===== src/sv/cdrm_pkg.sv =====
package cdrm_pkg;

    localparam int CNT_W     = 64;
    localparam int NUM_CNT   = 4;
    localparam int WIN_W     = 45;
    localparam int IN_DATA_W = 320;
    localparam int OUT_DATA_W = 304;

    localparam int FPS_FRAC_BITS = 16;

    localparam logic [CNT_W-1:0] NS_PER_SEC = 64'd1000000000;
    localparam logic [CNT_W-1:0] NS_PER_MS  = 64'd1000000;
    // frames: delta * 1e9 * 2^frac ; bytes: delta * 8e9
    localparam logic [CNT_W-1:0] FPS_MULT = NS_PER_SEC << FPS_FRAC_BITS;
    localparam logic [CNT_W-1:0] BPS_MULT = NS_PER_SEC * 64'd8;

    // ms = ((ns >> 6) * ceil(2^72 / 15625)) >> 72; exact for any 58-bit ns >> 6
    localparam int               WIN_PRE_SHIFT = 6;
    localparam int               WIN_SHIFT     = 72;
    localparam logic [CNT_W-1:0] WIN_RECIP     = 64'd302231454903657294;

    typedef struct packed {
        logic             go;
        logic [CNT_W-1:0] a;
        logic [CNT_W-1:0] b;
    } t_mul_req;

    typedef struct packed {
        logic             go;
        logic [CNT_W-1:0] hi;
        logic [CNT_W-1:0] lo;
        logic [CNT_W-1:0] den;
    } t_div_req;

    typedef struct packed {
        logic busy;
        logic done;
    } t_unit_sts;

endpackage


===== src/sv/cdrm_mul.sv =====
module cdrm_mul (
    input  logic                i_clk,
    input  logic                i_rst_n,
    input  cdrm_pkg::t_mul_req  i_req,
    output cdrm_pkg::t_unit_sts o_sts,
    output logic [127:0]        o_prod
);
    import cdrm_pkg::*;

    logic [CNT_W-1:0] r_a;
    logic [CNT_W-1:0] r_b;
    logic [63:0]      r_pp;
    logic [127:0]     r_acc;
    logic [2:0]       r_cnt;
    logic             r_busy;
    logic             r_done;

    logic [31:0]  w_a_part;
    logic [31:0]  w_b_part;
    logic [63:0]  w_pp;
    logic [1:0]   w_pos;
    logic [127:0] w_pp_shift;

    // step pairs: even = 32x32 partial product, odd = accumulate it
    always_comb begin
        w_a_part = r_cnt[1] ? r_a[63:32] : r_a[31:0];
        w_b_part = r_cnt[2] ? r_b[63:32] : r_b[31:0];
        w_pp     = w_a_part * w_b_part;
        w_pos    = {1'b0, r_cnt[1]} + {1'b0, r_cnt[2]};
        case (w_pos)
            2'd0:    w_pp_shift = {64'd0, r_pp};
            2'd1:    w_pp_shift = {32'd0, r_pp, 32'd0};
            default: w_pp_shift = {r_pp, 64'd0};
        endcase
    end

    always_ff @(posedge i_clk) begin
        if (!i_rst_n) begin
            r_busy <= 1'b0;
            r_done <= 1'b0;
            r_cnt  <= '0;
        end else begin
            r_done <= 1'b0;
            if (i_req.go) begin
                r_busy <= 1'b1;
                r_cnt  <= '0;
            end else if (r_busy) begin
                r_cnt <= r_cnt + 3'd1;
                if (r_cnt == 3'd7) begin
                    r_busy <= 1'b0;
                    r_done <= 1'b1;
                end
            end
        end
    end

    always_ff @(posedge i_clk) begin
        if (i_req.go) begin
            r_a   <= i_req.a;
            r_b   <= i_req.b;
            r_acc <= '0;
        end else if (r_busy) begin
            if (!r_cnt[0]) begin
                r_pp <= w_pp;
            end else begin
                r_acc <= r_acc + w_pp_shift;
            end
        end
    end

    assign o_sts.busy = r_busy;
    assign o_sts.done = r_done;
    assign o_prod     = r_acc;

endmodule


===== config.mk =====
export PLATFORM = sky130hd
export DESIGN_NAME = cdrm_mul
export DESIGN_NICKNAME = d
export VERILOG_FILES = /design/src/sv/cdrm_pkg.sv /design/src/sv/cdrm_mul.sv
export SDC_FILE = /design/constraint.sdc
export NUM_CORES = 2
export LEC_CHECK = 0
export ABC_AREA = 1
export BUFFER_PORTS_ARGS = -buffer_cell sky130_fd_sc_hd__buf_4
export CORE_MARGIN = 2
export CORE_UTILIZATION = 55
export CTS_BUF_LIST = sky130_fd_sc_hd__clkbuf_8
export DETAILED_ROUTE_END_ITERATION = 8
export PLACE_DENSITY = 0.75
export SLEW_MARGIN = 10
export SYNTH_ARGS = -nofsm -noshare
export SYNTH_HDL_FRONTEND = slang
export SYNTH_SLANG_ARGS = --single-unit

===== constraint.sdc =====
create_clock -name i_clk -period 7.8 [get_ports i_clk]
set_clock_uncertainty 0.1 [all_clocks]
set_input_delay 0.39 -clock i_clk [delete_from_list [all_inputs] [get_ports i_clk]]
set_output_delay 0.39 -clock i_clk [all_outputs]
set_load 0.01 [all_outputs]

# ---- Yosys cells after proc, flatten, opt, wreduce, memory -nomap -nowiden
# Index checks and enable logic that the tools add are counted.
dict set report word_totals {
  reg_bits 325
  in_bits 131
  out_inout_bits 130
  wordCells 29
}
dict set report classes {
  n_addsub 3
  multipliers 1
  eq_ne 2
  muxes 7
  n_bitwise 4
  n_reduce_logical 5
}
# operator n
set op_table {}
lappend op_table {{128-bit case mux with 2 select lines} 1}
lappend op_table {{128-bit adder} 1}
lappend op_table {{32-bit by 32-bit multiplier with 64-bit output} 1}
lappend op_table {{32-bit 2-to-1 mux} 2}
lappend op_table {{1-bit 2-to-1 mux} 4}
lappend op_table {{1-bit NOT} 4}
lappend op_table {{3-bit by 1-bit adder with 3-bit output (second input constant)} 1}
lappend op_table {{3-bit == test (second input constant)} 1}
lappend op_table {{3-bit AND reduction} 1}
lappend op_table {{3-bit OR reduction} 1}
lappend op_table {{1-bit by 1-bit adder with 2-bit output} 1}
lappend op_table {{2-bit by 1-bit == test with 1-bit output (second input constant)} 1}
lappend op_table {{2-bit zero test} 1}
lappend op_table {{2-bit AND reduction} 1}
lappend op_table {{2-bit OR reduction} 1}

# ---- Logic depth before layout (Yosys ltp)
dict set report depth {
  ltp_word 4
  mapped_depth 38
  mapped_depth_nobuf 34
}

# ---- Least setup slack after synthesis
# No wires, ideal clock.
dict set report synth_path {
  path_kind {reg2reg}
  start {register r_cnt[1]}
  end {register r_pp[59] (data pin)}
  setup_ps 256
  arrival_ps 7058
  t_required_ps 7444
  path_slack_ps 386
  path_stages_with_launch 35
  path_buffers 4
  synth_period_minus_slack_ps 7414
  cell_sequence {dfxtp_1 -> buf_4 -> inv_2 -> clkbuf_1 -> or2_2 -> o21ai_0 -> buf_2 -> buf_2 -> nor2_1 -> fa_1 -> inv_1 -> fa_1 -> fa_1 -> fa_1 -> inv_1 -> fa_1 -> inv_1 -> fa_1 -> inv_1 -> fa_1 -> inv_1 -> fa_1 -> inv_1 -> ha_1 -> a21oi_1 -> a21boi_0 -> o21ai_1 -> nand2_1 -> nand2_1 -> nand2_1 -> nand3_1 -> nand2_1 -> inv_1 -> o21bai_1 -> nand2_1}
}
dict set report synth_via {
  elab_chain_cells 2
}
# element line_no
set synth_lines {}
lappend synth_lines {{start, declared} cdrm_mul.sv:14} ;# logic [2:0] r_cnt;
lappend synth_lines {{start signal, assigned} cdrm_mul.sv:48} ;# r_cnt <= r_cnt + 3'd1;
lappend synth_lines {{32-bit 2-to-1 mux} cdrm_mul.sv:26} ;# w_a_part = r_cnt[1] ? r_a[63:32] : r_a[31:0];
lappend synth_lines {{32-bit by 32-bit multiplier with 64-bit output} cdrm_mul.sv:28} ;# w_pp = w_a_part * w_b_part;
lappend synth_lines {{via w_pp[59]} cdrm_mul.sv:20} ;# logic [63:0] w_pp;
lappend synth_lines {{end signal, assigned} cdrm_mul.sv:64} ;# r_pp <= w_pp;
lappend synth_lines {{end, declared} cdrm_mul.sv:12} ;# logic [63:0] r_pp;
# The timed path passes the listed nets, and every way through them passes these cells.
# A chain may end at the register's enable or synchronous reset.

# ---- Worst setup path after layout
dict set report layout_path {
  start {register r_cnt[2]}
  end {register r_pp[50] (data pin)}
}
dict set report layout_via {
  elab_chain_cells 2
}
# element line_no
set layout_lines {}
lappend layout_lines {{32-bit 2-to-1 mux} cdrm_mul.sv:27} ;# w_b_part = r_cnt[2] ? r_b[63:32] : r_b[31:0];
lappend layout_lines {{32-bit by 32-bit multiplier with 64-bit output} cdrm_mul.sv:28}
lappend layout_lines {{via w_pp[50]} cdrm_mul.sv:20}
# The timed path passes the listed nets, and every way through them passes these cells.

==> flow_summary.json <==
{
  "drt_first_pass_iters": 8,
  "post_route_cells_drive_above_1_share": 0.1383,
  "worst_setup_path_startpoint": "r_cnt[2]$_SDFFE_PP0P_",
  "gr-usage-all-layers": 0.4420,
  "finalWeightedCongestion": 1.063,
  "areaGrowthSynthToFinish_pct": 17.32,
  "via_count": 57681,
  "globalRoute.totalOverflow": 0,
  "antenna_found_initial": 6,
  "regToRegEndpoint": "r_pp[50]$_DFFE_PP_",
  "crit_path_top_delay_cell": "fa_1",
  "min_period_ps": 7693,
  "post_route_worst_setup_slack_ps": 107.2,
  "syn_area_per_cell_um2": 7.103,
  "maxClockFrequency_mhz": 130.0,
  "route.detailed.vias_per_inst": 5.471,
  "cp.buffers_inverters": 11,
  "r2r_setup_slack_ps": 110,
  "cts_tree": "done",
  "worst-slew-pin-transition_ps": 1007,
  "mappedNetlistNets": 9817,
  "worst-endpoint-arrival_ps": 8170,
  "layout_worst_path_cycle_share": 0.9863,
  "critical-path-top-delay-family": "adder cells",
  "setup.worst_path.start_class": "flop",
  "worst-path-max-fanout": 24,
  "worstSetupPathType": "reg -> reg",
  "wire_per_inst_um": 23.45,
  "design.die.area_um2": 111100,
  "drtIter0Drc": 5265,
  "crit_path_max_incr_delay_ps": 590,
  "yosys_warnings": 0,
  "synth.cell_area_um2": 59630,
  "ios": 261,
  "placement_rows": 120,
  "die_w_um": 333.3,
  "critical_path_depth": 29,
  "synthesis.instances": 8395,
  "clk_transition_reported_paths_ps": 70,
  "clockRootBuffer": "clkbuf_8",
  "status": "completed",
  "drt-total-wl_um": 247200,
  "asyncSetResetFlopFracSynth": 0,
  "clock_sink_count": 325,
  "place_hpwl_um": 206100,
  "critPathMostFrequentCell": "fa_1",
  "numCtsBuffers": 60,
  "report.final.slew_viol_count": 0,
  "worst-endpoint-required_ps": 8280,
  "ys_dominant_reg_cell": "edfxtp_1",
  "synth_sequential_area_ratio": 0.1413,
  "final_nets": 10511,
  "holdCritPathClass": "in -> reg",
  "post-place-ws_ps": -295.6,
  "cap_viol_max_count": 0,
  "number_of_flops_mapped_to_enable_cells_by_yosys": 192,
  "fin_hold_ws_ps": 35.90,
  "max_slew_margin": 0.3266,
  "synth.ff_latch_count": 325,
  "post_synth_num_cell_types": 46,
  "crit_path_end_kind": "flop",
  "route.detailed.drc": 0,
  "finalHoldViolCount": 0,
  "first_global_vias": 59276,
  "port-buffer-count": 260,
  "reg2reg_depth": 29,
  "unrepaired_setup_endpoints_after_global_routing": "true",
  "worst_skew_pair.late_latency_ps": 830,
  "critPathCapture": "r_pp[50]$_DFFE_PP_",
  "route.antenna.remaining_nets": 0,
  "htree_num_levels": 2,
  "cts_max_path_buffers": 3,
  "global_route_wire_length_before_repair_um": 359000,
  "floorplan.initialDensity": 0.5554,
  "core-area_um2": 107400,
  "largest_net_degree_at_the_start_of_global_routing": 129,
  "die_height_um": 333.3,
  "finalSetupViolations": 0,
  "r2r-start": "r_cnt[2]$_SDFFE_PP0P_"
}
[per-stage QoR]
| step | TNS, ps | instances | cell area [um^2] | utilization |
|---|---|---|---|---|
| 2_1_floorplan | 0 | 8395 | 59630 | - |
| 3_3_place_gp | -946.3 | 10261 | 66210 | 0.6168 |
| 3_5_place_dp | -1188 | 10261 | 66210 | 0.6168 |
| 4_1_cts | 0 | 10501 | 68840 | 0.6413 |
| 5_1_grt | -335.0 | 10541 | 69950 | 0.6516 |
| 6_report | 0 | 10543 | 69950 | 0.6516 |
[flip-flops by register name, indices dropped and copies added (netlist names)]
| register | flops |
|---|---|
| o_prod | 128 |
| r_a | 64 |
| r_b | 64 |
| r_pp | 64 |
| r_busy | 1 |
| r_done | 1 |
| r_cnt | 3 |
[logic make-up after synthesis]
group                      after synthesis  synth area share
adders and majority gates             1291            0.3838
and+or+nand+nor                       3808            0.2587
xor gates and xnor gates               119           0.01748
AOI/OAI and AO/OA                      505           0.04921
buffers and inverters                 2347            0.1494
DFF                                    325            0.1413
[timing repair]
action                                  CTS  global route
endpoints found under the setup margin   13            40
pin swaps                                 0            29
setup buffers                             1            36
endpoints found under the hold margin   129             0
gates cloned                              0             3
hold buffers                            129             0
resized for setup                        15           188
[worst min-delay path by stage]
stage	startpoint	to	slack [ps]	depth (start not counted)
floorplan	r_busy$_SDFF_PN0_	r_busy$_SDFF_PN0_	390	2
CTS	i_req[128]	r_a[22]$_DFFE_PP_	80	1
finish	i_req[128]	r_a[17]$_DFFE_PP_	40	1
global route	i_req[128]	r_a[17]$_DFFE_PP_	110	1
global placement	i_req[7]	r_b[7]$_DFFE_PP_	470	1
detailed placement	i_req[16]	r_b[16]$_DFFE_PP_	470	1
[final cells by class]
type	count	area, um^2
multi-input cells	5723	42980
fillers	9511	37400
flip-flops and latches	325	8436
inverters	2122	7990
repair buffers	857	7510
well taps	1403	1755
clock buffers	70	963.4
clock inverters	40	306.5
diodes	3	7.507
[placed cells by master (no fill, tap or decap), types with 131 or more instances in the layout]
master       n
a21oi_1    157
buf_4      648
dfxtp_1    131
edfxtp_1   192
fa_1       883
ha_1       376
inv_1     2054
nand2_1   2138
nand3_1    183
nor2_1    1165
[metal layers]
layer | part of all wire | routed length (um) | track usage | vias up
met5 | 0.00017 | 41 | 0 | -
met4 | 0.11 | 27130 | 0.3866 | 8
met3 | 0.095 | 23500 | 0.08873 | 1099
met2 | 0.46 | 113000 | 0.7261 | 3407
met1 | 0.34 | 83560 | 0.4903 | 27189
li1 | - | - | - | 25978
[cells in the mapped netlist, types with 3 or more instances]
cell type  count  area share
a21boi_0       5     0.00063
a21o_1        15      0.0019
a21oi_1      165       0.014
a31oi_1       24      0.0025
buf_1         10     0.00063
buf_2         69      0.0058
buf_4          4     0.00050
clkbuf_1     142      0.0089
clkinv_1      20      0.0013
dfxtp_1      133       0.045
edfxtp_1     192       0.097
fa_1         897        0.30
ha_1         394       0.083
inv_1       2057        0.13
inv_2         45      0.0028
nand2_1     2146        0.14
nand2_2       57      0.0060
nand3_1      191       0.016
nand3_2       16      0.0027
nand4_1       28      0.0029
nor2_1      1184       0.075
nor2_2        54      0.0057
nor2_4        12      0.0023
nor3_1        30      0.0025
nor3_2        15      0.0025
nor4_1         3     0.00031
o211ai_1      13      0.0016
o21a_1         6     0.00076
o21ai_0      136       0.011
o21ai_1       18      0.0015
o21ai_2       31      0.0046
o21bai_1      20      0.0025
o22ai_1       64      0.0067
or2_2         64      0.0067
xnor2_1       18      0.0026
xor2_1       101       0.015
Power is not shown: default switching activity piles up to over one toggle a cycle in this logic, so the estimate is an artifact.
