[src/sv/cdrm_pkg.sv]
package cdrm_pkg;

    localparam int CNT_W     = 64;
    localparam int NUM_CNT   = 4;
    localparam int WIN_W     = 45;
    localparam int IN_DATA_W = 320;
    localparam int OUT_DATA_W = 304;

    localparam int FPS_FRAC_BITS = 16;

    localparam logic [CNT_W-1:0] NS_PER_SEC = 64'd1000000000;
    localparam logic [CNT_W-1:0] NS_PER_MS  = 64'd1000000;
    // frames: delta * 1e9 * 2^frac ; bytes: delta * 8e9
    localparam logic [CNT_W-1:0] FPS_MULT = NS_PER_SEC << FPS_FRAC_BITS;
    localparam logic [CNT_W-1:0] BPS_MULT = NS_PER_SEC * 64'd8;

    // ms = ((ns >> 6) * ceil(2^72 / 15625)) >> 72; exact for any 58-bit ns >> 6
    localparam int               WIN_PRE_SHIFT = 6;
    localparam int               WIN_SHIFT     = 72;
    localparam logic [CNT_W-1:0] WIN_RECIP     = 64'd302231454903657294;

    typedef struct packed {
        logic             go;
        logic [CNT_W-1:0] a;
        logic [CNT_W-1:0] b;
    } t_mul_req;

    typedef struct packed {
        logic             go;
        logic [CNT_W-1:0] hi;
        logic [CNT_W-1:0] lo;
        logic [CNT_W-1:0] den;
    } t_div_req;

    typedef struct packed {
        logic busy;
        logic done;
    } t_unit_sts;

endpackage

[src/sv/cdrm_div.sv]
module cdrm_div (
    input  logic                i_clk,
    input  logic                i_rst_n,
    input  cdrm_pkg::t_div_req  i_req,
    output cdrm_pkg::t_unit_sts o_sts,
    output logic [63:0]         o_quot
);
    import cdrm_pkg::*;

    logic [CNT_W-1:0] r_rem;
    logic [CNT_W-1:0] r_lo;
    logic [CNT_W-1:0] r_den;
    logic [CNT_W-1:0] r_quot;
    logic [5:0]       r_cnt;
    logic             r_busy;
    logic             r_done;

    logic [CNT_W:0]   w_shift;
    logic             w_ge;
    logic [CNT_W:0]   w_diff;
    logic             w_sat;

    // restoring step; bit 64 of the shifted remainder stands in for the carry
    always_comb begin
        w_shift = {r_rem, r_lo[CNT_W-1]};
        w_ge    = w_shift >= {1'b0, r_den};
        w_diff  = w_shift - {1'b0, r_den};
        w_sat   = i_req.hi >= i_req.den;
    end

    always_ff @(posedge i_clk) begin
        if (!i_rst_n) begin
            r_busy <= 1'b0;
            r_done <= 1'b0;
            r_cnt  <= '0;
        end else begin
            r_done <= 1'b0;
            if (i_req.go) begin
                r_cnt <= 6'd63;
                if (w_sat) begin
                    r_done <= 1'b1;
                end else begin
                    r_busy <= 1'b1;
                end
            end else if (r_busy) begin
                r_cnt <= r_cnt - 6'd1;
                if (r_cnt == 6'd0) begin
                    r_busy <= 1'b0;
                    r_done <= 1'b1;
                end
            end
        end
    end

    always_ff @(posedge i_clk) begin
        if (i_req.go) begin
            r_rem  <= i_req.hi;
            r_lo   <= i_req.lo;
            r_den  <= i_req.den;
            r_quot <= w_sat ? '1 : '0;
        end else if (r_busy) begin
            r_rem  <= w_ge ? w_diff[CNT_W-1:0] : w_shift[CNT_W-1:0];
            r_lo   <= {r_lo[CNT_W-2:0], 1'b0};
            r_quot <= {r_quot[CNT_W-2:0], w_ge};
        end
    end

    assign o_sts.busy = r_busy;
    assign o_sts.done = r_done;
    assign o_quot     = r_quot;

endmodule

[config.mk]
export PLATFORM = sky130hd
export DESIGN_NAME = cdrm_div
export DESIGN_NICKNAME = d
export VERILOG_FILES = /design/src/sv/cdrm_pkg.sv /design/src/sv/cdrm_div.sv
export SDC_FILE = /design/constraint.sdc
export NUM_CORES = 1
export LEC_CHECK = 0
export ABC_AREA = 1
export BUFFER_PORTS_ARGS = -buffer_cell sky130_fd_sc_hd__buf_2
export CORE_UTILIZATION = 35
export DETAILED_ROUTE_END_ITERATION = 16
export PLACE_DENSITY = 0.56
export SYNTH_ARGS = -nofsm -noshare
export SYNTH_HDL_FRONTEND = slang
export SYNTH_SLANG_ARGS = --single-unit
[constraint.sdc]
create_clock -name i_clk -period 6.3 [get_ports i_clk]
set_clock_uncertainty 0.1 [all_clocks]
set_input_delay 0.63 -clock i_clk [delete_from_list [all_inputs] [get_ports i_clk]]
set_output_delay 0.63 -clock i_clk [all_outputs]
set_load 0.01 [all_outputs]
-- Yosys cells after proc, flatten, opt, wreduce, memory -nomap -nowiden
Index checks and enable logic that the tools add are counted.
- bits in registers: 264
- input port bits: 195
- logic and storage cells: 32
- add/subtract/negate cells: 2
- $lt $le $gt $ge: 2
- equality and inequality tests: 1
- mux-type cells: 18
- reductions and logical operators: 2
- operator list (operator ; number):
    64-bit 2-to-1 mux ; 8
    65-bit by 64-bit >= comparator with 1-bit output ; 1
    64-bit >= comparator ; 1
    64-bit subtractor ; 1
    6-bit 2-to-1 mux ; 2
    1-bit 2-to-1 mux ; 8
    6-bit zero test ; 1
    6-bit by 1-bit subtractor with 6-bit output, second input constant ; 1
    2-bit != test, second input constant ; 1
    2-bit nonzero test ; 1

-- Logic depth before layout (Yosys ltp)
Gate-level depths: netlist of run 1.
- word-level depth: 4
- depth in mapped cells: 19
- mapped depth without buffers: 18

-- Worst setup path after synthesis of run 1
Ideal clock, no wire load.
- kind: input to register
- start: in i_req[192] in the netlist's numbering
- end: reg r_cnt[1]
- setup time: 91 ps
- arrival: 5546 ps
- required time: 6109 ps
- slack: 563 ps
- stages on the path: 5
- path through: clkbuf_1 -> inv_2 -> nand2_1 -> o21ai_0 -> a31oi_1
- cells in the longest elaborated chain, start to end: 1
- ends and longest elaborated chain (what ; RTL line ; text):
    start: declaration ; cdrm_div.sv:4 ; input cdrm_pkg::t_div_req i_req,
    6-bit 2-to-1 mux / 2-bit nonzero test (equally long branches) ; -- ;
    end signal: assignment ; cdrm_div.sv:46 ; r_cnt <= r_cnt - 6'd1;
    end: declaration ; cdrm_div.sv:14 ; logic [5:0] r_cnt;
Several ways; a longest one is shown, not always the timed one.
A chain may end at the register's enable or synchronous reset.

-- Worst setup path after layout of run 1
- start: reg r_rem[43]
- end: reg r_rem[27] (data pin)
- cells in the longest elaborated chain, start to end: 4
- ends and longest elaborated chain (what ; RTL line ; text):
    start: declaration ; cdrm_div.sv:10 ; logic [CNT_W-1:0] r_rem;
    start signal: assignment ; cdrm_div.sv:57 ; r_rem <= i_req.hi;
    start signal: assignment ; cdrm_div.sv:62 ; r_rem <= w_ge ? w_diff[CNT_W-1:0] : w_shift[CNT_W-1:0];
    65-bit by 64-bit >= comparator with 1-bit output ; cdrm_div.sv:26 ; w_ge = w_shift >= {1'b0, r_den};
    64-bit 2-to-1 mux ; cdrm_div.sv:62 ;
    64-bit 2-to-1 mux ; cdrm_div.sv:61 ; end else if (r_busy) begin
    64-bit 2-to-1 mux ; cdrm_div.sv:56 ; if (i_req.go) begin
No other way between the ends. The select of a mux whose other input is x is not followed.

==> results of run 1 <==
-- cells by family (layout without fill, tap and decap cells) --
group	after synthesis	after routing	synth area share [%]
xor gates and xnor gates	31	31	1.41
and+or+nand+nor	1623	1623	34.9
other	0	11	0
DFF	264	264	40.6
buffers and inverters	582	845	11.9
adders and majority gates	131	131	8.52
AOI/OAI and AO/OA	96	96	2.60
-- per-layer routing --
metal | share of wire, % | wire [µm]
met1 | 46 | 27200
met2 | 45 | 27100
met3 | 6.6 | 3960
met4 | 2.2 | 1340
met5 | 0.17 | 103
-- cell type report --
class	instances	area, µm²
fill	5696	31800
multi-input combinational	1881	9180
sequential	264	7850
inverter	519	1950
timing repair buffer	268	1380
clock buffer	43	871
tap	696	871
clock inverter	15	161
antenna	11	27.5
-- worst register-to-register path: stages, from the launching register on --
cell and delay [ps]:
sky130_fd_sc_hd__edfxtp_1 390, sky130_fd_sc_hd__ha_1 480, sky130_fd_sc_hd__nand2_1 170, sky130_fd_sc_hd__nor2_2 240, sky130_fd_sc_hd__inv_2 70, sky130_fd_sc_hd__nor2_4 90
sky130_fd_sc_hd__nand2_1 90, sky130_fd_sc_hd__nor2_2 160, sky130_fd_sc_hd__nand2_1 110, sky130_fd_sc_hd__nand3_2 100, sky130_fd_sc_hd__nor2_4 50, sky130_fd_sc_hd__nand2_4 420
sky130_fd_sc_hd__buf_4 420, sky130_fd_sc_hd__nand2_1 130, sky130_fd_sc_hd__nand3_1 90, sky130_fd_sc_hd__nand2_1 50
-- cell usage after synthesis, types with 4 or more instances --
cell type / count
sky130_fd_sc_hd__nand2_1: 1250
sky130_fd_sc_hd__nor2_4: 6
sky130_fd_sc_hd__inv_2: 25
sky130_fd_sc_hd__xnor2_1: 31
sky130_fd_sc_hd__nand4_1: 16
sky130_fd_sc_hd__nor2_2: 15
sky130_fd_sc_hd__nand3_1: 114
sky130_fd_sc_hd__nor4_1: 5
sky130_fd_sc_hd__nand3b_1: 54
sky130_fd_sc_hd__buf_2: 20
sky130_fd_sc_hd__nor2_1: 113
sky130_fd_sc_hd__nor3_1: 13
sky130_fd_sc_hd__nand3_2: 13
sky130_fd_sc_hd__nand2_2: 17
sky130_fd_sc_hd__clkbuf_1: 31
sky130_fd_sc_hd__o21ai_0: 14
sky130_fd_sc_hd__edfxtp_1: 256
sky130_fd_sc_hd__inv_1: 493
sky130_fd_sc_hd__dfxtp_1: 8
sky130_fd_sc_hd__ha_1: 130
sky130_fd_sc_hd__o21a_1: 4
sky130_fd_sc_hd__a21oi_1: 71
sky130_fd_sc_hd__buf_6: 7
-- registers in the layout (all words and copies together) (netlist names) --
signal,count
r_cnt,6
r_done,1
r_lo,64
r_busy,1
r_rem,64
o_quot,64
r_den,64
-- final timing paths --
| kind | start | endpoint | slack [ps] | cells after the start |
|---|---|---|---|---|
| hold / removal | i_req[56] | r_den[56] | 110 | 1 |
| setup / recovery | r_rem[43] | r_rem[27] | 2900 | 15 |
| setup reg to reg | r_rem[43] | r_rem[27] | 2900 | 15 |
| hold reg to reg | r_lo[4] | r_lo[5] | 410 | 2 |
-- power by group --
group	total [W]	switching, W	internal (W)
Sequential	0.00240	0.000125	0.00227
Clock	0.00185	0.000768	0.00108
Combinational	0.00290	0.00194	0.000959
-- stage by stage --
step                      hold slack (ps)  cells  power (W)  setup WS [ps]
after floorplan                       370   2727    0.00448            563
after global placement                389   3628    0.00531           2550
after detailed placement              398   3628    0.00533           2460
after CTS                            63.8   3686    0.00723           2860
after global routing                 73.9   3693    0.00768           2580
final                                 106   3697    0.00715           2900
==> results.py, run 1 <==
metrics = {
    "synthesis": {
        "synth_top_area_cell": "sky130_fd_sc_hd__edfxtp_1",
        "synthesis.area_per_instance_um2": 7.08,
        "post_synth_edffs": 256,
        "area_contributors_post_synth": "sky130_fd_sc_hd__edfxtp_1, sky130_fd_sc_hd__nand2_1, sky130_fd_sc_hd__inv_1",
        "postSynthNetCount": 3053,
        "seq_area_frac_synth_pct": 40.6,
        "ys_seq_elements": 264,
        "synth.cell_area_um2": 19300,
        "ys_types": 38,
        "async_reset_ff_share_pct": 0,
        "synth_top_area_share_pct": 39.8,
        "yosysWarningCount": 0,
        "dominantRegCellSynth": "sky130_fd_sc_hd__edfxtp_1",
        "synth_cells": 2727,
    },
    "grt": {
        "gr-usage-met1_pct": 28.0,
        "grt_pass1_wl_mm": 92.9,
        "antenna_found_initial": 20,
        "global_route.usage.met2_pct": 35.1,
        "grt_max_degree": 148,
        "top_usage_layer": "met2",
        "met3_usage_pct": 5.09,
        "gr-total-overflow": 0,
        "vias_in_the_first_global_route": 17100,
        "grt_util_all_layers_pct": 21.2,
    },
    "sta": {
        "report.final.hold_viol_count": 0,
        "setup_violations_final": 0,
        "setup_repair_after_global_routing_missed_its_margin": "no",
        "max_slew.worst_pin.slew_ps": 1210,
        "highest_achievable_clock_rate_mhz": 294,
        "setup_total_negative_slack_ps": 0,
        "layout_min_cycle_time_ps": 3400,
        "max-slew-margin-rel_pct": 19.0,
        "post-route-period-util_pct": 54.0,
        "slew_violations": 0,
    },
    "drt": {
        "post_drt_wl_per_cell_um": 16.2,
        "first_iter_violations": 1083,
        "via_count": 17300,
        "drcViolationCount": 0,
        "drt_wl_total_mm": 59.8,
        "postRouteAntennaNets": 0,
        "drt-vias-per-instance": 4.67,
        "count_of_tritonroute_iterations_in_the_first_routing_pass": 7,
    },
    "placement": {
        "dpl_cell_area_um2": 21200,
        "place.detailed.hpwl_mm": 47.5,
        "gp_congestion": 0.931,
        "port-buffer-count": 260,
    },
    "setup_path": {
        "timing.critical_path.arrival_ps": 3670,
        "timing.critical_path.slowest_stage_cell": "sky130_fd_sc_hd__ha_1",
        "setup.worst_path.start_class": "flop",
        "criticalPathCategory": "flop to flop",
        "crit_family": "simple AND/OR/NAND/NOR gates",
        "crit_path_max_fanout": 36,
        "worstPathRequired_ps": 6570,
        "crit_buf_inv": 2,
        "timing.critical_path.mode_cell": "sky130_fd_sc_hd__nand2_1",
        "path_cells": "ha_1 > nand2_1 > nor2_2 > inv_2 > nor2_4 > nand2_1 > nor2_2 > nand2_1 > nand3_2 > nor2_4 > nand2_4 > buf_4 > nand2_1 > nand3_1 > nand2_1",
        "end_kind": "flop",
        "cp_slowest_stage_delay_ps": 480,
    },
    "clock_network": {
        "htree_levels": 1,
        "cts_max_path_buffers": 3,
        "tritoncts_buffers": 31,
        "cts_tree": "yes",
        "clock-sinks": 264,
        "clock_latency_ps": 610,
        "ctsRootBufferMaster": "sky130_fd_sc_hd__clkbuf_16",
        "worst_setup_hold_path_clk_slew_ps": 60,
        "cts-resized-gates": 0,
        "post-cts-setup-buffers": 0,
        "cts.hold.buffers_added": 0,
    },
    "finish": {
        "area_growth_pct": 15.4,
        "post-route-util_pct": 41.2,
        "final_layout_size_suffix_gt1_share_pct": 13.2,
        "nNetsFinal": 3291,
        "layout_common_cells": "sky130_fd_sc_hd__nand2_1, sky130_fd_sc_hd__inv_1, sky130_fd_sc_hd__buf_2, sky130_fd_sc_hd__edfxtp_1, sky130_fd_sc_hd__ha_1",
        "final_area_um2": 22300,
        "final_common_cell": "sky130_fd_sc_hd__nand2_1",
    },
    "floorplanning": {
        "rows": 85,
        "starting_density_pct": 35.7,
        "die_area_um2": 56100,
        "ioPinCount": 261,
        "core_region_area_um2": 54100,
        "chipWidth_um": 237,
        "die_h_um": 237,
    },
    "power_and_ir_drop": {
        "p_per_area_nw_per_um2": 321,
        "vdd_ir_drop_max_uv": 241,
        "power.leakage_nw": 12.2,
    },
    "outcome": {
        "status": "finished, final reports clean",
    },
    "hold_path": {
        "min-delay-path-class": "primary input to flop",
    },
    "flow_run": {
        "cap_viol_max_count": 0,
    },
}
Note: power is estimated with default switching activity, not from simulation.
==> inputs of run 2 (changes only) <==
clock period = 3.5 ns   (was 6.3 ns; I/O delays follow)
==> results.py, run 2 (synthesis gave the netlist of run 1 again) <==
metrics = {
    "finish": {
        "final_layout_size_suffix_gt1_share_pct": 13.0,
        "n_fill_cell": 5529,
        "final_common_cell": "sky130_fd_sc_hd__nand2_1",
        "final_area_um2": 24400,
        "nNetsFinal": 3491,
        "stdcell_count": 3889,
        "layout_common_cells": "sky130_fd_sc_hd__nand2_1, sky130_fd_sc_hd__inv_1, sky130_fd_sc_hd__buf_2, sky130_fd_sc_hd__edfxtp_1, sky130_fd_sc_hd__dlygate4sd3_1",
        "area_growth_pct": 26.4,
    },
    "clock_network": {
        "clock_latency_ps": 560,
        "ctsRootBufferMaster": "sky130_fd_sc_hd__clkbuf_16",
        "cts_tree": "yes",
        "cts-resized-gates": 0,
        "htree_levels": 2,
        "clock-sinks": 264,
        "cts_max_path_buffers": 3,
        "post-cts-setup-buffers": 0,
        "tritoncts_buffers": 35,
        "worst_setup_hold_path_clk_slew_ps": 60,
    },
    "drt": {
        "drt_wl_total_mm": 63.9,
        "count_of_tritonroute_iterations_in_the_first_routing_pass": 5,
        "drcViolationCount": 0,
        "post_drt_wl_per_cell_um": 16.4,
        "postRouteAntennaNets": 0,
        "via_count": 18100,
        "drt-vias-per-instance": 4.66,
        "first_iter_violations": 1048,
    },
    "setup_path": {
        "regToRegStartpoint": "r_rem[32]",
        "timing.critical_path.slowest_stage_cell": "sky130_fd_sc_hd__dlygate4sd3_1",
        "crit_family": "simple AND/OR/NAND/NOR gates",
        "path_cells": "dlygate4sd3_1 > buf_2 > inv_1 > ha_1 > nand2_1 > nor2_1 > nand2_1 > inv_1 > a21oi_1 > nand2_1 > nand2_1 > nand3_1 > nand2_2 > buf_12 > nand2_1",
        "end_kind": "flop",
        "end_of_the_worst_register_to_register_path": "r_rem[41]",
        "criticalPathCategory": "primary input to flop",
        "worstPathRequired_ps": 3700,
        "crit_buf_inv": 5,
        "setup.reg_to_reg.worst_slack_ps": 470,
        "timing.critical_path.arrival_ps": 3370,
        "worst_r2r_path_depth": 13,
        "timing.critical_path.mode_cell": "sky130_fd_sc_hd__nand2_1",
        "setup.worst_path.start_class": "primary input",
        "critical_path_cell_count": 15,
        "crit_path_max_fanout": 52,
        "timing.critical_path.from": "i_req[31]",
        "cp_slowest_stage_delay_ps": 530,
    },
    "placement": {
        "port-buffer-count": 260,
        "dpl.cell_count": 3646,
        "place.detailed.hpwl_mm": 49.8,
        "gp_congestion": 0.947,
        "dpl_cell_area_um2": 21400,
    },
    "outcome": {
        "status": "finished, final reports clean",
    },
    "hold_path": {
        "min-delay-path-class": "primary input to flop",
        "min-delay-start": "i_req[120]",
        "worst_hold_depth": 3,
        "timing.hold.worst_endpoint": "r_lo[56]",
    },
    "grt": {
        "vias_in_the_first_global_route": 18300,
        "grt_pass1_wl_mm": 99.3,
        "grt_util_all_layers_pct": 22.8,
        "antenna_found_initial": 4,
        "gr-total-overflow": 0,
        "grt_max_degree": 88,
    },
    "power_and_ir_drop": {
        "p_sw_share_pct": 39.0,
        "reg_power_share_pct": 31.6,
        "p_per_area_nw_per_um2": 559,
        "power.leakage_nw": 13.1,
        "net-switching-power_w": 0.00533,
        "power_frac_clock_pct": 27.8,
        "power_report.internal_total_w": 0.00832,
        "total_power_w": 0.0137,
        "vdd_ir_drop_max_uv": 346,
        "p_comb_share_pct": 40.6,
    },
    "sta": {
        "setup_violations_final": 0,
        "setup_total_negative_slack_ps": 0,
        "report.final.hold_viol_count": 0,
        "hold_slack_ps": 15.6,
        "highest_achievable_clock_rate_mhz": 315,
        "layout_min_cycle_time_ps": 3180,
        "setup_repair_after_global_routing_missed_its_margin": "no",
        "post-route-period-util_pct": 90.8,
        "max-slew-margin-rel_pct": 40.2,
        "max_slew.worst_pin.slew_ps": 897,
        "slew_violations": 0,
    },
    "floorplanning": {
        "starting_density_pct": 35.7,
        "core_region_area_um2": 54100,
        "die_area_um2": 56100,
        "chipWidth_um": 237,
        "die_h_um": 237,
        "ioPinCount": 261,
        "rows": 85,
    },
    "flow_run": {
        "cap_viol_max_count": 0,
    },
}
==> run 2: changes by cell type in the layout (fill, tap and decap cells not counted), sizes merged, moves of 2 or more <==
cell         change
diode           -10
buf             +18
bufinv           +3
clkinv           +3
clkbuf           -2
dlygate4sd3    +178
==> run 2: timing repair <==
action | CTS | global route
hold buffers | 178 | 0
setup endpoints to repair | 0 | 0
hold endpoints to repair | 183 | 0
==> run 2: worst max path at each step <==
stage,endpoint
3_5_place_dp,o_quot[47]
2_1_floorplan,r_cnt[1]
5_1_grt,o_quot[41]
6_report,o_quot[47]
3_3_place_gp,o_quot[8]
4_1_cts,o_quot[47]
==> run 2: per-stage QoR <==
stage | util, % | setup WS (ps)
after global routing | 45.1 | 160
after CTS | 45.1 | 344
after floorplan | - | 978
final | 45.1 | 321
after global placement | 39.6 | 309
after detailed placement | 39.6 | 289
==> run 2: cell type report <==
| cell class | count | area [µm²] | share of cell area (%) |
|---|---|---|---|
| multi-input cells | 1881 | 9190 | 37.6 |
| well taps | 696 | 871 | 3.57 |
| flip-flops and latches | 264 | 7850 | 32.1 |
| clock inverters | 23 | 303 | 1.24 |
| inverters | 519 | 1950 | 8.00 |
| repair buffers | 464 | 3360 | 13.8 |
| diodes | 1 | 2.50 | 0.0102 |
| clock buffers | 41 | 898 | 3.68 |
==> run 2: worst min-delay path, stage by stage <==
cell and delay (ps):
sky130_fd_sc_hd__buf_2 80, sky130_fd_sc_hd__nand2_1 40, sky130_fd_sc_hd__nand2_1 70
==> run 2: metal layers <==
layer | track usage, % | share of wire (%)
met1 | 30.1 | 46
met2 | 38.1 | 46
met3 | 3.68 | 5.0
met4 | 6.51 | 2.6
met5 | 0 | 0.061
==> run 2: power groups by stage <==
stage / registers [W] / clock network, W / logic, W
3_5_place_dp: 0.00436 / 0 / 0.00537
3_3_place_gp: 0.00435 / 0 / 0.00533
5_1_grt: 0.00436 / 0.00398 / 0.00624
4_1_cts: 0.00431 / 0.00389 / 0.00555
6_report: 0.00431 / 0.00379 / 0.00555
2_1_floorplan: 0.00436 / 0 / 0.00368
==> inputs of run 3 (changes only) <==
CTS_CLUSTER_SIZE = 16   (was unset)
HOLD_SLACK_MARGIN = 0.1   (was unset)
clock period = 3.3 ns   (was 3.5 ns; I/O delays follow)
==> results.py, run 3 (synthesis gave the netlist of run 1 again) <==
metrics = {
    "drt": {
        "post_drt_wl_per_cell_um": 16.4,
        "first_iter_violations": 1119,
        "via_count": 18200,
        "drt-vias-per-instance": 4.65,
        "drt_wl_total_mm": 63.8,
        "count_of_tritonroute_iterations_in_the_first_routing_pass": 5,
        "drcViolationCount": 0,
        "postRouteAntennaNets": 0,
    },
    "sta": {
        "max-slew-margin-rel_pct": 52.8,
        "setup_violations_final": 0,
        "max_slew.worst_pin.slew_ps": 708,
        "setup_total_negative_slack_ps": 0,
        "report.final.hold_viol_count": 0,
        "hold_slack_ps": 402,
        "layout_min_cycle_time_ps": 3150,
        "highest_achievable_clock_rate_mhz": 318,
        "setup_repair_after_global_routing_missed_its_margin": "no",
        "post-route-period-util_pct": 95.4,
        "final_setup_slack_of_the_worst_path_ps": 151,
        "slew_violations": 0,
    },
    "floorplanning": {
        "chipWidth_um": 237,
        "core_region_area_um2": 54100,
        "die_h_um": 237,
        "rows": 85,
        "starting_density_pct": 35.7,
        "ioPinCount": 261,
        "die_area_um2": 56100,
    },
    "finish": {
        "nNetsFinal": 3501,
        "final_area_um2": 24500,
        "layout_common_cells": "sky130_fd_sc_hd__nand2_1, sky130_fd_sc_hd__inv_1, sky130_fd_sc_hd__buf_2, sky130_fd_sc_hd__edfxtp_1, sky130_fd_sc_hd__dlygate4sd3_1",
        "final_layout_size_suffix_gt1_share_pct": 13.0,
        "n_fill_cell": 5450,
        "final_common_cell": "sky130_fd_sc_hd__nand2_1",
        "area_growth_pct": 26.9,
    },
    "power_and_ir_drop": {
        "vdd_ir_drop_max_uv": 346,
        "power_frac_clock_pct": 27.2,
        "power.leakage_nw": 13.1,
        "net-switching-power_w": 0.00566,
        "p_sw_share_pct": 39.4,
        "reg_power_share_pct": 31.9,
        "p_per_area_nw_per_um2": 587,
        "power_report.internal_total_w": 0.00872,
        "p_comb_share_pct": 40.9,
    },
    "grt": {
        "top_usage_layer": "met2",
        "vias_in_the_first_global_route": 18300,
        "grt_max_degree": 146,
        "grt_util_all_layers_pct": 22.7,
        "grt_pass1_wl_mm": 99.5,
        "global_route.usage.met2_pct": 38.0,
        "gr-total-overflow": 0,
        "antenna_found_initial": 3,
        "met3_usage_pct": 4.06,
        "gr-usage-met1_pct": 30.0,
    },
    "placement": {
        "port-buffer-count": 260,
        "dpl_cell_area_um2": 21400,
        "dp_worst_setup_slack_ps": 258,
        "gp_congestion": 0.998,
        "place.detailed.hpwl_mm": 49.1,
    },
    "clock_network": {
        "clock_latency_ps": 560,
        "clock-sinks": 264,
        "cts_tree": "yes",
        "ctsRootBufferMaster": "sky130_fd_sc_hd__clkbuf_16",
        "cts.hold.buffers_added": 194,
        "cts-resized-gates": 0,
        "cts_max_path_buffers": 3,
        "tritoncts_buffers": 34,
        "worst_setup_hold_path_clk_slew_ps": 60,
        "post-cts-setup-buffers": 0,
        "htree_levels": 2,
    },
    "setup_path": {
        "criticalPathCategory": "flop to flop",
        "end_kind": "flop",
        "crit_family": "simple AND/OR/NAND/NOR gates",
        "timing.critical_path.arrival_ps": 3340,
        "crit_path_max_fanout": 46,
        "worstPathRequired_ps": 3490,
        "cp_slowest_stage_delay_ps": 480,
        "crit_buf_inv": 6,
        "timing.critical_path.slowest_stage_cell": "sky130_fd_sc_hd__buf_4",
        "path_cells": "inv_1 > ha_1 > nand2_1 > inv_1 > nand2_1 > inv_1 > nand2_1 > nand2_1 > inv_1 > nand2_1 > inv_2 > nand2_2 > nand2_2 > buf_4 > nand3b_1 > nand3_1 > nand2_1",
        "timing.critical_path.mode_cell": "sky130_fd_sc_hd__nand2_1",
        "setup.worst_path.start_class": "flop",
    },
    "flow_run": {
        "cap_viol_max_count": 0,
    },
    "hold_path": {
        "min-delay-path-class": "primary input to flop",
    },
    "outcome": {
        "status": "finished, final reports clean",
    },
}
[run 3: final cells by class]
class                           count  area (µm²)  area share (%)
Multi-Input combinational cell   1881        9190            37.5
Inverter                          519        1950            7.97
Sequential cell                   264        7850            32.0
Clock buffer                       43         925            3.77
Antenna cell                        3        7.51          0.0306
Clock inverter                     19         246            1.01
Tap cell                          696         871            3.55
Timing Repair Buffer              475        3470            14.2
[run 3: power by group through the flow]
| stage | Sequential [W] | Combinational, W | Clock, W |
|---|---|---|---|
| after global routing | 0.00463 | 0.00660 | 0.00412 |
| after floorplan | 0.00462 | 0.00390 | 0 |
| after detailed placement | 0.00463 | 0.00566 | 0 |
| after global placement | 0.00464 | 0.00564 | 0 |
| final | 0.00458 | 0.00589 | 0.00391 |
| after CTS | 0.00458 | 0.00587 | 0.00402 |
[run 3: metal layers]
metal | vias to the layer above | wire length [µm]
met1 | 8349 | 29400
met4 | 0 | 1680
met3 | 74 | 3340
li1 | 9298 | -
met2 | 432 | 29400
met5 | - | 0
[run 3: path summary, 6_finish.rpt]
| path | slack [ps] | depth (start not counted) | from | to |
|---|---|---|---|---|
| setup / recovery | 150 | 17 | r_den[32] | r_rem[22] |
| hold / removal | 400 | 2 | i_req[48] | r_den[48] |
| setup reg to reg | 150 | 17 | r_den[32] | r_rem[22] |
| hold reg to reg | 410 | 2 | r_lo[6] | r_lo[7] |
[run 3: through the flow]
| stage | total power (W) | std cells | util, % |
|---|---|---|---|
| 2_1_floorplan | 0.00852 | 2727 | - |
| 3_3_place_gp | 0.0103 | 3641 | 39.5 |
| 5_1_grt | 0.0154 | 3900 | 45.3 |
| 6_report | 0.0144 | 3900 | 45.3 |
| 3_5_place_dp | 0.0103 | 3641 | 39.5 |
| 4_1_cts | 0.0145 | 3897 | 45.3 |
